`src/rtl/pdr_ram.sv`:
```
// ----------------------------------------------------------------------------
// pdr_ram
// Generic single write port RAM with registered read.
// ----------------------------------------------------------------------------
`timescale 1ns / 1ps

module pdr_ram #(
    parameter int WIDTH = 4,
    parameter int DEPTH = 16
) (
    input  logic                     aclk,
    input  logic                     we,
    input  logic [$clog2(DEPTH)-1:0] waddr,
    input  logic [WIDTH-1:0]         wdata,
    input  logic [$clog2(DEPTH)-1:0] raddr,
    output logic [WIDTH-1:0]         rdata
);

    logic [WIDTH-1:0] mem [DEPTH];

    always_ff @(posedge aclk) begin
        if (we) begin
            mem[waddr] <= wdata;
        end
        rdata <= mem[raddr];
    end

endmodule

```
`config.mk`:
```
export PLATFORM = sky130hd
export DESIGN_NAME = pdr_ram
export DESIGN_NICKNAME = d
export VERILOG_FILES = /design/src/rtl/pdr_ram.sv
export SDC_FILE = /design/constraint.sdc
export NUM_CORES = 1
export LEC_CHECK = 0
export ABC_AREA = 0
export BUFFER_PORTS_ARGS = -buffer_cell sky130_fd_sc_hd__buf_2
export CORE_ASPECT_RATIO = 2
export CORE_UTILIZATION = 53
export DETAILED_ROUTE_END_ITERATION = 10
export PLACE_DENSITY_LB_ADDON = 0.25
export REMOVE_ABC_BUFFERS = 1
export SLEW_MARGIN = 20
export SYNTH_ARGS = -nofsm -noshare
export SYNTH_HDL_FRONTEND = slang
export SYNTH_SLANG_ARGS = --single-unit
export TNS_END_PERCENT = 5
```
`constraint.sdc`:
```
create_clock -name aclk -period 1.1 [get_ports aclk]
set_input_delay 0 -clock aclk [delete_from_list [all_inputs] [get_ports aclk]]
set_output_delay 0 -clock aclk [all_outputs]
set_load 0.02 [all_outputs]
```
==> impl_metrics.py <==
metrics = {
    "power": {
        "p_total_mw": 5.05,
        "netSwitchingFraction_pct": 19.9,
        "peakVddDrop_uv": 1040,
        "p_switching_mw": 1.01,
        "p_seq_share_pct": 57.7,
        "p_int_mw": 4.04,
        "share_comb_of_total_power_pct": 6.8,
        "leakage_nw": 1.11,
        "clkPwrFrac_pct": 35.6,
        "power.density_nw_per_um2": 1600,
    },
    "detailed_routing": {
        "dr.pass1.iters": 4,
        "avgRoutedWirePerCell_um": 19.8,
        "drc": 0,
        "dr_total_vias": 1356,
        "drt-vias-per-instance": 5.70,
        "drtIter0Drc": 43,
        "antenna_left": 0,
        "wirelength_um": 4710,
    },
    "synth": {
        "synth_most_common_cell": "edfxtp_1",
        "synth-seq-cells": 68,
        "synth_top_area_cell": "edfxtp_1",
        "synth_flop_cell": "edfxtp_1",
        "synth_edf_count": 64,
        "synth_area_um2": 2670,
        "yosysUniqueCellTypes": 17,
        "synth_common_cells": "edfxtp_1, mux4_1, nor2_1",
        "yosys.area.top_type_share_pct": 72.1,
        "synthTopCellsByArea": "edfxtp_1, mux4_1, dfxtp_1, nor2_1, nand3_1",
        "synth_warnings": 0,
        "synthArstFlopShare_pct": 0,
        "synthCells": 130,
        "synth.avg_cell_area_um2": 20.5,
        "synth-seq-area-share_pct": 75.1,
    },
    "layout": {
        "area_delta_synth_final_pct": 18.4,
        "diodes": 0,
        "nFillCells": 354,
        "final_nets": 190,
        "final_area_um2": 3160,
        "drive_above_1_share_pct": 32.6,
    },
    "floorplanning": {
        "core_um2": 4860,
        "ios": 18,
        "die-area_um2": 5340,
        "rows": 36,
        "initial_core_util_pct": 54.8,
        "die_w_um": 52.2,
        "die_y_um": 102,
    },
    "timing": {
        "maxSlewHeadroom_pct": 72.7,
        "fin_crit_sh_pct": 117,
        "grt_setup_unrepaired": "yes",
        "layout_setup_ws_ps": -189,
        "slew_viol_final": 0,
        "fin_skew_ps": 4.46,
        "fmax_ghz": 0.776,
        "tightest_slew_ps": 408,
        "finalHoldViolCount": 0,
        "setup_viol": 4,
        "fin_crit_ps": 1290,
    },
    "cts": {
        "post_cts_buffers": 0,
        "cts.sinks": 68,
        "cts_buffers": 9,
        "cts_tree": "done",
        "cts-root-buf": "clkbuf_8",
        "clk_pin_slew_worst_paths_ps": 60,
        "clk_path_buf_depth": 2,
        "htreeDepth": 3,
        "clk_latency_ps": 330,
    },
    "min_path": {
        "holdCritPathClass": "in2reg",
    },
    "critical_path": {
        "cp_max_fo": 1,
        "worstSetupEndpointType": "flop",
        "required_ps": 1320,
        "critPathArrivalTime_ps": 1510,
        "start_kind": "flop",
        "path_class": "reg2reg",
    },
    "place": {
        "port_buffers": 17,
        "dpl-instance-area_um2": 2960,
        "hpwl_um": 3310,
        "place_congestion": 0.762,
    },
    "flow_run": {
        "drv_cap": 0,
    },
    "grt": {
        "grt_pass1_vias": 1442,
        "grt_usage_pct": 20.5,
        "grt_start_max_net_pins": 17,
        "antenna_found_initial": 0,
        "grt_overflow_total": 0,
        "grt_first_pass_wirelength_um": 7080,
    },
    "outcome": {
        "violations": "negative setup slack",
        "status": "finished with violations",
    },
}
[registers in the layout, summed over array words and instances (netlist names)]
signal / cells
rdata: 4
mem: 64
[routing by layer]
metal / vias up / part of all wire, % / GRT usage, %
met2: 38 / 59 / 38.5
met5: - / 0 / 0
met1: 682 / 36 / 19.5
met3: 6 / 3.3 / 5.80
met4: 0 / 1.3 / 9.72
li1: 630 / - / -
[cells by family (layout without fill, tap and decap cells)]
group                  Yosys count  after routing  synth area share (%)
and+or+nand+nor                 38             38                  6.80
muxes                           16             16                  15.5
DFF                             68             68                  75.1
AOI/OAI and AO/OA                4              4                  1.13
buffers and inverters            4             55                  1.50
[stage by stage]
step | instances | setup TNS, ps | setup WS, ps | util (%) | hold slack [ps]
after floorplan | 126 | -779 | -101 | - | 98.9
after global placement | 220 | -2290 | -261 | 60.8 | 328
after detailed placement | 220 | -2670 | -342 | 60.8 | 333
after CTS | 238 | -716 | -202 | 65.0 | 44.1
after global routing | 238 | -813 | -234 | 64.9 | 52.6
final | 238 | -612 | -189 | 64.9 | 50.4
[power groups by stage]
stage          logic, mW  registers, mW  clock network, mW
2_1_floorplan      0.121           2.98                  0
3_3_place_gp       0.317           2.96                  0
3_5_place_dp       0.329           2.97                  0
4_1_cts            0.341           2.91               1.85
5_1_grt            0.368           2.91               1.96
6_report           0.341           2.91               1.80
[worst paths after layout]
path | start | end | slack [ps] | cells after the start
hold / removal | wdata[0] | mem[12][0] | 50 | 1
setup / recovery | mem[2][3] | rdata[3] | -190 | 3
hold reg to reg | mem[8][1] | rdata[1] | 660 | 3
setup reg to reg | mem[2][3] | rdata[3] | -190 | 3
[timing repair]
item                       4_1_cts  5_1_grt
setup endpoints to repair        4        4
hold buffers                     2        0
hold endpoints to repair         3        0
pin swaps                        2        2
gates cloned                     0        0
gates resized for setup          4        3
[layout make-up]
| class | count | area [um^2] | area share [%] |
|---|---|---|---|
| Sequential cell | 68 | 2000 | 63.4 |
| Multi-Input combinational cell | 58 | 624 | 19.8 |
| Timing Repair Buffer | 39 | 280 | 8.87 |
| Clock buffer | 14 | 173 | 5.47 |
| Tap cell | 57 | 71.3 | 2.26 |
| Clock inverter | 2 | 7.51 | 0.238 |
[critical path: stages, from the launching register on]
cell and delay [ps]:
edfxtp_1 380, mux4_2 490, a22oi_2 210, nand3_1 100
[cells in the final DEF, fill, tap and decap left out]
cell type      count
nor2b_1            2
buf_4             18
nand3_1            9
buf_12             2
nand2b_1           2
dfxtp_1            4
mux4_1            10
nor3_1             4
a22oi_2            3
or3b_2             1
edfxtp_1          64
mux4_2             6
clkbuf_1           2
nand2_1            5
clkinv_1           2
clkbuf_8          12
a22oi_1            1
dlygate4sd3_1      2
nand3b_1           2
nor2_1            13
buf_2             17
Note: power is estimated with default switching activity, not from simulation.
