### src/rtl/pdr_pkg.sv
// ----------------------------------------------------------------------------
// pdr_pkg
// Shared constants, widths and tables for the point projection depth raster.
// ----------------------------------------------------------------------------
`timescale 1ns / 1ps

package pdr_pkg;

    localparam int SCREEN_WIDTH  = 90;
    localparam int SCREEN_HEIGHT = 45;
    localparam int H_COMPRESS    = 1;
    localparam int V_COMPRESS    = 2;

    localparam int PIX_DEPTH = SCREEN_WIDTH * SCREEN_HEIGHT;
    localparam int ADDR_W    = $clog2(PIX_DEPTH);

    localparam int COL_DIV = 256 * H_COMPRESS;
    localparam int ROW_DIV = 256 * V_COMPRESS;

    localparam int CORDIC_STEPS = 14;
    localparam int CRD_W        = 30;   // CORDIC vector width
    localparam int ANG_W        = 18;   // Q8 degrees, signed

    localparam logic [3:0] EMPTY_LEVEL = 4'd8;
    localparam int         LEVEL_THRESHOLDS = 6;

    localparam logic signed [ANG_W-1:0] ANG_90 = 18'sd23040;

    // configuration register indexes
    localparam logic [1:0] REG_CAM_X = 2'd0;
    localparam logic [1:0] REG_CAM_Y = 2'd1;
    localparam logic [1:0] REG_CAM_Z = 2'd2;
    localparam logic [1:0] REG_RDIST = 2'd3;

    function automatic logic [ANG_W-1:0] atan_q8(input logic [3:0] i);
        logic [ANG_W-1:0] t;
        case (i)
            4'd0:  t = 18'd11520;
            4'd1:  t = 18'd6801;
            4'd2:  t = 18'd3593;
            4'd3:  t = 18'd1824;
            4'd4:  t = 18'd916;
            4'd5:  t = 18'd458;
            4'd6:  t = 18'd229;
            4'd7:  t = 18'd115;
            4'd8:  t = 18'd57;
            4'd9:  t = 18'd29;
            4'd10: t = 18'd14;
            4'd11: t = 18'd7;
            4'd12: t = 18'd4;
            4'd13: t = 18'd2;
            default: t = 18'd0;
        endcase
        return t;
    endfunction

    // percentage bounds between depth levels
    function automatic logic [6:0] level_bound(input logic [2:0] i);
        logic [6:0] b;
        case (i)
            3'd0: b = 7'd14;
            3'd1: b = 7'd28;
            3'd2: b = 7'd42;
            3'd3: b = 7'd56;
            3'd4: b = 7'd70;
            3'd5: b = 7'd84;
            default: b = 7'd100;
        endcase
        return b;
    endfunction

endpackage

### src/rtl/pdr_cordic.sv
// ----------------------------------------------------------------------------
// pdr_cordic
// Vectoring CORDIC, one micro-rotation per cycle, returns atan2 in Q8 degrees.
// ----------------------------------------------------------------------------
`timescale 1ns / 1ps

module pdr_cordic
    import pdr_pkg::*;
(
    input  logic                    aclk,
    input  logic                    aresetn,
    input  logic                    start,
    input  logic signed [CRD_W-1:0] x_in,
    input  logic signed [CRD_W-1:0] y_in,
    output logic                    done,
    output logic signed [ANG_W-1:0] ang
);

    logic signed [CRD_W-1:0] x_reg, x_next, y_reg, y_next;
    logic signed [ANG_W-1:0] ang_reg, ang_next;
    logic [3:0]              i_reg, i_next;
    logic                    busy_reg, busy_next;
    logic                    done_reg, done_next;
    logic signed [CRD_W-1:0] xs, ys;

    always_comb begin
        x_next    = x_reg;
        y_next    = y_reg;
        ang_next  = ang_reg;
        i_next    = i_reg;
        busy_next = busy_reg;
        done_next = 1'b0;
        xs        = x_reg >>> i_reg;
        ys        = y_reg >>> i_reg;
        if (start) begin
            busy_next = 1'b1;
            i_next    = 4'd0;
            if (x_in < 0) begin
                // turn into the right half plane first
                if (y_in >= 0) begin
                    x_next   = y_in;
                    y_next   = -x_in;
                    ang_next = ANG_90;
                end else begin
                    x_next   = -y_in;
                    y_next   = x_in;
                    ang_next = -ANG_90;
                end
            end else begin
                x_next   = x_in;
                y_next   = y_in;
                ang_next = '0;
            end
        end else if (busy_reg) begin
            if (y_reg > 0) begin
                x_next   = x_reg + ys;
                y_next   = y_reg - xs;
                ang_next = ang_reg + $signed(atan_q8(i_reg));
            end else if (y_reg < 0) begin
                x_next   = x_reg - ys;
                y_next   = y_reg + xs;
                ang_next = ang_reg - $signed(atan_q8(i_reg));
            end
            i_next = i_reg + 4'd1;
            if (i_reg == 4'(CORDIC_STEPS - 1)) begin
                busy_next = 1'b0;
                done_next = 1'b1;
            end
        end
    end

    always_ff @(posedge aclk) begin
        if (!aresetn) begin
            busy_reg <= 1'b0;
            done_reg <= 1'b0;
            i_reg    <= '0;
        end else begin
            busy_reg <= busy_next;
            done_reg <= done_next;
            i_reg    <= i_next;
        end
        x_reg   <= x_next;
        y_reg   <= y_next;
        ang_reg <= ang_next;
    end

    assign done = done_reg;
    assign ang  = ang_reg;

    a_start_idle: assert property (@(posedge aclk) disable iff (!aresetn)
        start |=> busy_reg && i_reg == 4'd0)
        else $error("cordic start not taken");
    a_done_once: assert property (@(posedge aclk) disable iff (!aresetn)
        done |-> !busy_reg)
        else $error("cordic done while busy");
    a_no_restart: assert property (@(posedge aclk) disable iff (!aresetn)
        busy_reg |-> !start)
        else $error("cordic restarted while busy");

endmodule

### config.mk
export PLATFORM = sky130hd
export DESIGN_NAME = pdr_cordic
export DESIGN_NICKNAME = d
export VERILOG_FILES = /design/src/rtl/pdr_pkg.sv /design/src/rtl/pdr_cordic.sv
export SDC_FILE = /design/constraint.sdc
export NUM_CORES = 1
export LEC_CHECK = 0
export BUFFER_PORTS_ARGS = -buffer_cell sky130_fd_sc_hd__clkbuf_2
export CAP_MARGIN = 5
export CELL_PAD_IN_SITES_DETAIL_PLACEMENT = 0
export CELL_PAD_IN_SITES_GLOBAL_PLACEMENT = 1
export CORE_MARGIN = 2
export CORE_UTILIZATION = 34
export DETAILED_ROUTE_END_ITERATION = 8
export PLACE_DENSITY_LB_ADDON = 0.15
export SYNTH_ARGS = -nofsm -noshare
export SYNTH_HDL_FRONTEND = slang
export SYNTH_SLANG_ARGS = --single-unit
### constraint.sdc
create_clock -name aclk -period 6.5 [get_ports aclk]
set_clock_uncertainty 0.05 [all_clocks]
set_input_delay 0.65 -clock aclk [delete_from_list [all_inputs] [get_ports aclk]]
set_output_delay 0.65 -clock aclk [all_outputs]
set_load 0.02 [all_outputs]
==> results.toml <==
[global_route]
grt_usage = 0.2376
antenna_found_initial = 2
grt_pass1_wl_um = 80920
grt_max_degree = 85
grt_overflow = 0
first_global_vias = 13200

[synthesis]
synth_edf_count = 78
synth_top_cell_by_area = "edfxtp_1"
netlist_instances = 1758
yosysSeqAreaShare = 0.1879
syn_area_um2 = 14590
syn_nets = 1918
synthArstFlopShare = 0
avgSynthCellArea_um2 = 8.301
synth_cell_types = 99
synth_top_area_frac = 0.1605
synth.area.top_cells = "edfxtp_1, ha_1, mux4_2"
ys_warn_count = 0
ys.flop_type = "edfxtp_1"
ys_ff_latch = 98

[die]
dieArea_um2 = 44600
fp.dieH_um = 211.2
initial_core_util = 0.3464
die_w_um = 211.2
ios = 82
coreArea_um2 = 42130
row_count = 75

[sta]
finalSetupViolCount = 0
worst_pin_slew_ns = 0.8432
hold_viol_final = 0
rsz0062_at_grt = "false"
drv_slew = 0
min_period_over_period = 0.9166
timing.slew.headroom = 0.4358
fmax_ghz = 0.1678
min_period_ns = 5.958
worst_hold_slack_ns = 0.4701
timing.setup.tns_ns = 0

[power]
power_leakage_nw = 6.139
p_per_area_nw_per_um2 = 640.8
p_seq_frac = 0.170
totalPowerFinal_w = 0.01014
swShare = 0.5369
p_comb_frac = 0.772
clockPowerShare = 0.058
peakVddDrop_uv = 200.2
p_int_w = 0.004698
p_sw_w = 0.005447

[clock_tree]
cts_root_buf = "clkbuf_16"
cts_resized = 0
postCtsSetupBuffers = 0
numCtsBuffers = 9
clock_sinks = 98
clkLatencyLatePin_ns = 0.40
htreeDepth = 3
cts_tree = "yes"
path_clk_slew_ns = 0.09
hold_buffers = 0
clockBufferDepth = 2

[critical_path]
worstReg2RegStart = "i_reg[1]$_SDFFE_PP0P_"
cp-start-kind = "flip-flop"
crit_arrival_ns = 6.07
required_ns = 6.61
critical_path_class = "flip-flop to flip-flop"
endpoint_kind = "flip-flop"
worstPathMaxFanout = 41
startpoint = "i_reg[1]$_SDFFE_PP0P_"

[outcome]
outcome = "finished clean"

[route]
dr.first_iter.drc_count = 1251
drt_pass1_iterations = 7
wl_um = 53080
ant_nets = 0
drc = 0
post_drt_wl_per_cell_um = 22.72
vias = 14050
via_per_inst = 6.014

[layout]
final_cell_mix = "nand2_1, o21ai_0, nor2_1"
area_growth_pct = 8.488
num_antenna_cells = 0
fin_util = 0.3758
mostFrequentLayoutCell = "nand2_1"
drive_above_1_share = 0.1458
nets = 1952

[place]
place.gp.congestion = 0.9162
io_buffers = 81
dpl.hpwl_um = 41480

[worst_hold_path]
min_path_type = "input port to flip-flop"
hold_start = "aresetn"

[run]
maxCapViolCount = 0
==> worst paths after layout <==
kind / endpoint / slack (ns) / cells after the start
setup / recovery: x_reg[26]$_DFFE_PP_ / 0.54 / 19
setup reg to reg: x_reg[26]$_DFFE_PP_ / 0.54 / 19
hold reg to reg: busy_reg$_SDFF_PN0_ / 0.57 / 2
hold / removal: busy_reg$_SDFF_PN0_ / 0.47 / 2
==> kinds of logic (layout without fill, tap and decap cells) <==
group / after synthesis / count (layout) / synth area share
XOR/XNOR: 171 / 171 / 0.1026
flip-flops: 98 / 98 / 0.1879
AO/OA/AOI/OAI: 524 / 524 / 0.2386
adder cells (fa/ha/maj): 97 / 97 / 0.08471
buffers and inverters: 149 / 188 / 0.04690
AND/OR/NAND/NOR: 555 / 555 / 0.1848
multiplexers: 164 / 164 / 0.1545
==> power by group through the flow <==
stage	Sequential [W]	Combinational, W	Clock [W]
2_1_floorplan	0.00143	0.00583	0
5_1_grt	0.00174	0.00870	0.000630
3_5_place_dp	0.00171	0.00768	0
4_1_cts	0.00169	0.00776	0.000608
3_3_place_gp	0.00171	0.00774	0
6_report	0.00172	0.00783	0.000592
==> metal layers <==
metal,vias to the layer above,wire (um),global-route usage
met5,-,0,0
met4,0,665,0.04735
met3,51,3318,0.03003
met2,441,22670,0.3514
met1,6843,26420,0.3661
li1,6714,-,-
==> synthesized netlist by cell type (36+ instances only) <==
cell	count
ha_1	94
o211ai_1	54
nand2_1	179
a21oi_1	100
inv_1	52
nor3_1	36
clkbuf_1	53
nor2_1	129
mux4_2	38
mux2_2	38
xnor2_1	85
mux2i_1	81
xor2_1	86
o21ai_0	145
nand3_1	47
edfxtp_1	78
==> per-stage QoR <==
step / instance area (um2) / setup WS [ns] / cells
2_1_floorplan: 14590 / 0.8079 / 1758
3_3_place_gp: 15520 / 0.6237 / 2320
6_report: 15830 / 0.5418 / 2336
4_1_cts: 15830 / 0.6379 / 2336
5_1_grt: 15830 / 0.1400 / 2336
3_5_place_dp: 15520 / 0.6914 / 2320
==> final cells by class <==
cell class / count / area (um2)
sequential: 98 / 2753
fill: 4339 / 26300
multi-input combinational: 1511 / 11190
tap: 539 / 674.4
timing repair buffer: 119 / 708.2
clock buffer: 10 / 250.2
clock inverter: 6 / 62.56
inverter: 53 / 198.9
==> worst max-delay path, cell delays in order, from the launching register on <==
cell       delay [ns]
dfxtp_4          0.80
buf_12           0.25
mux4_2           0.56
a221oi_2         0.23
nand3_1          0.12
o21ai_0          0.36
nand4_1          0.25
nor2_1           0.14
a21oi_1          0.08
xor2_1           0.16
ha_1             0.37
a2111oi_0        0.44
o21ai_0          0.19
a31o_2           0.27
a21oi_1          0.13
o31ai_1          0.15
a221o_1          0.41
a21o_1           0.19
a211o_1          0.28
a31o_2           0.24
(Power assumes the default switching activity.)
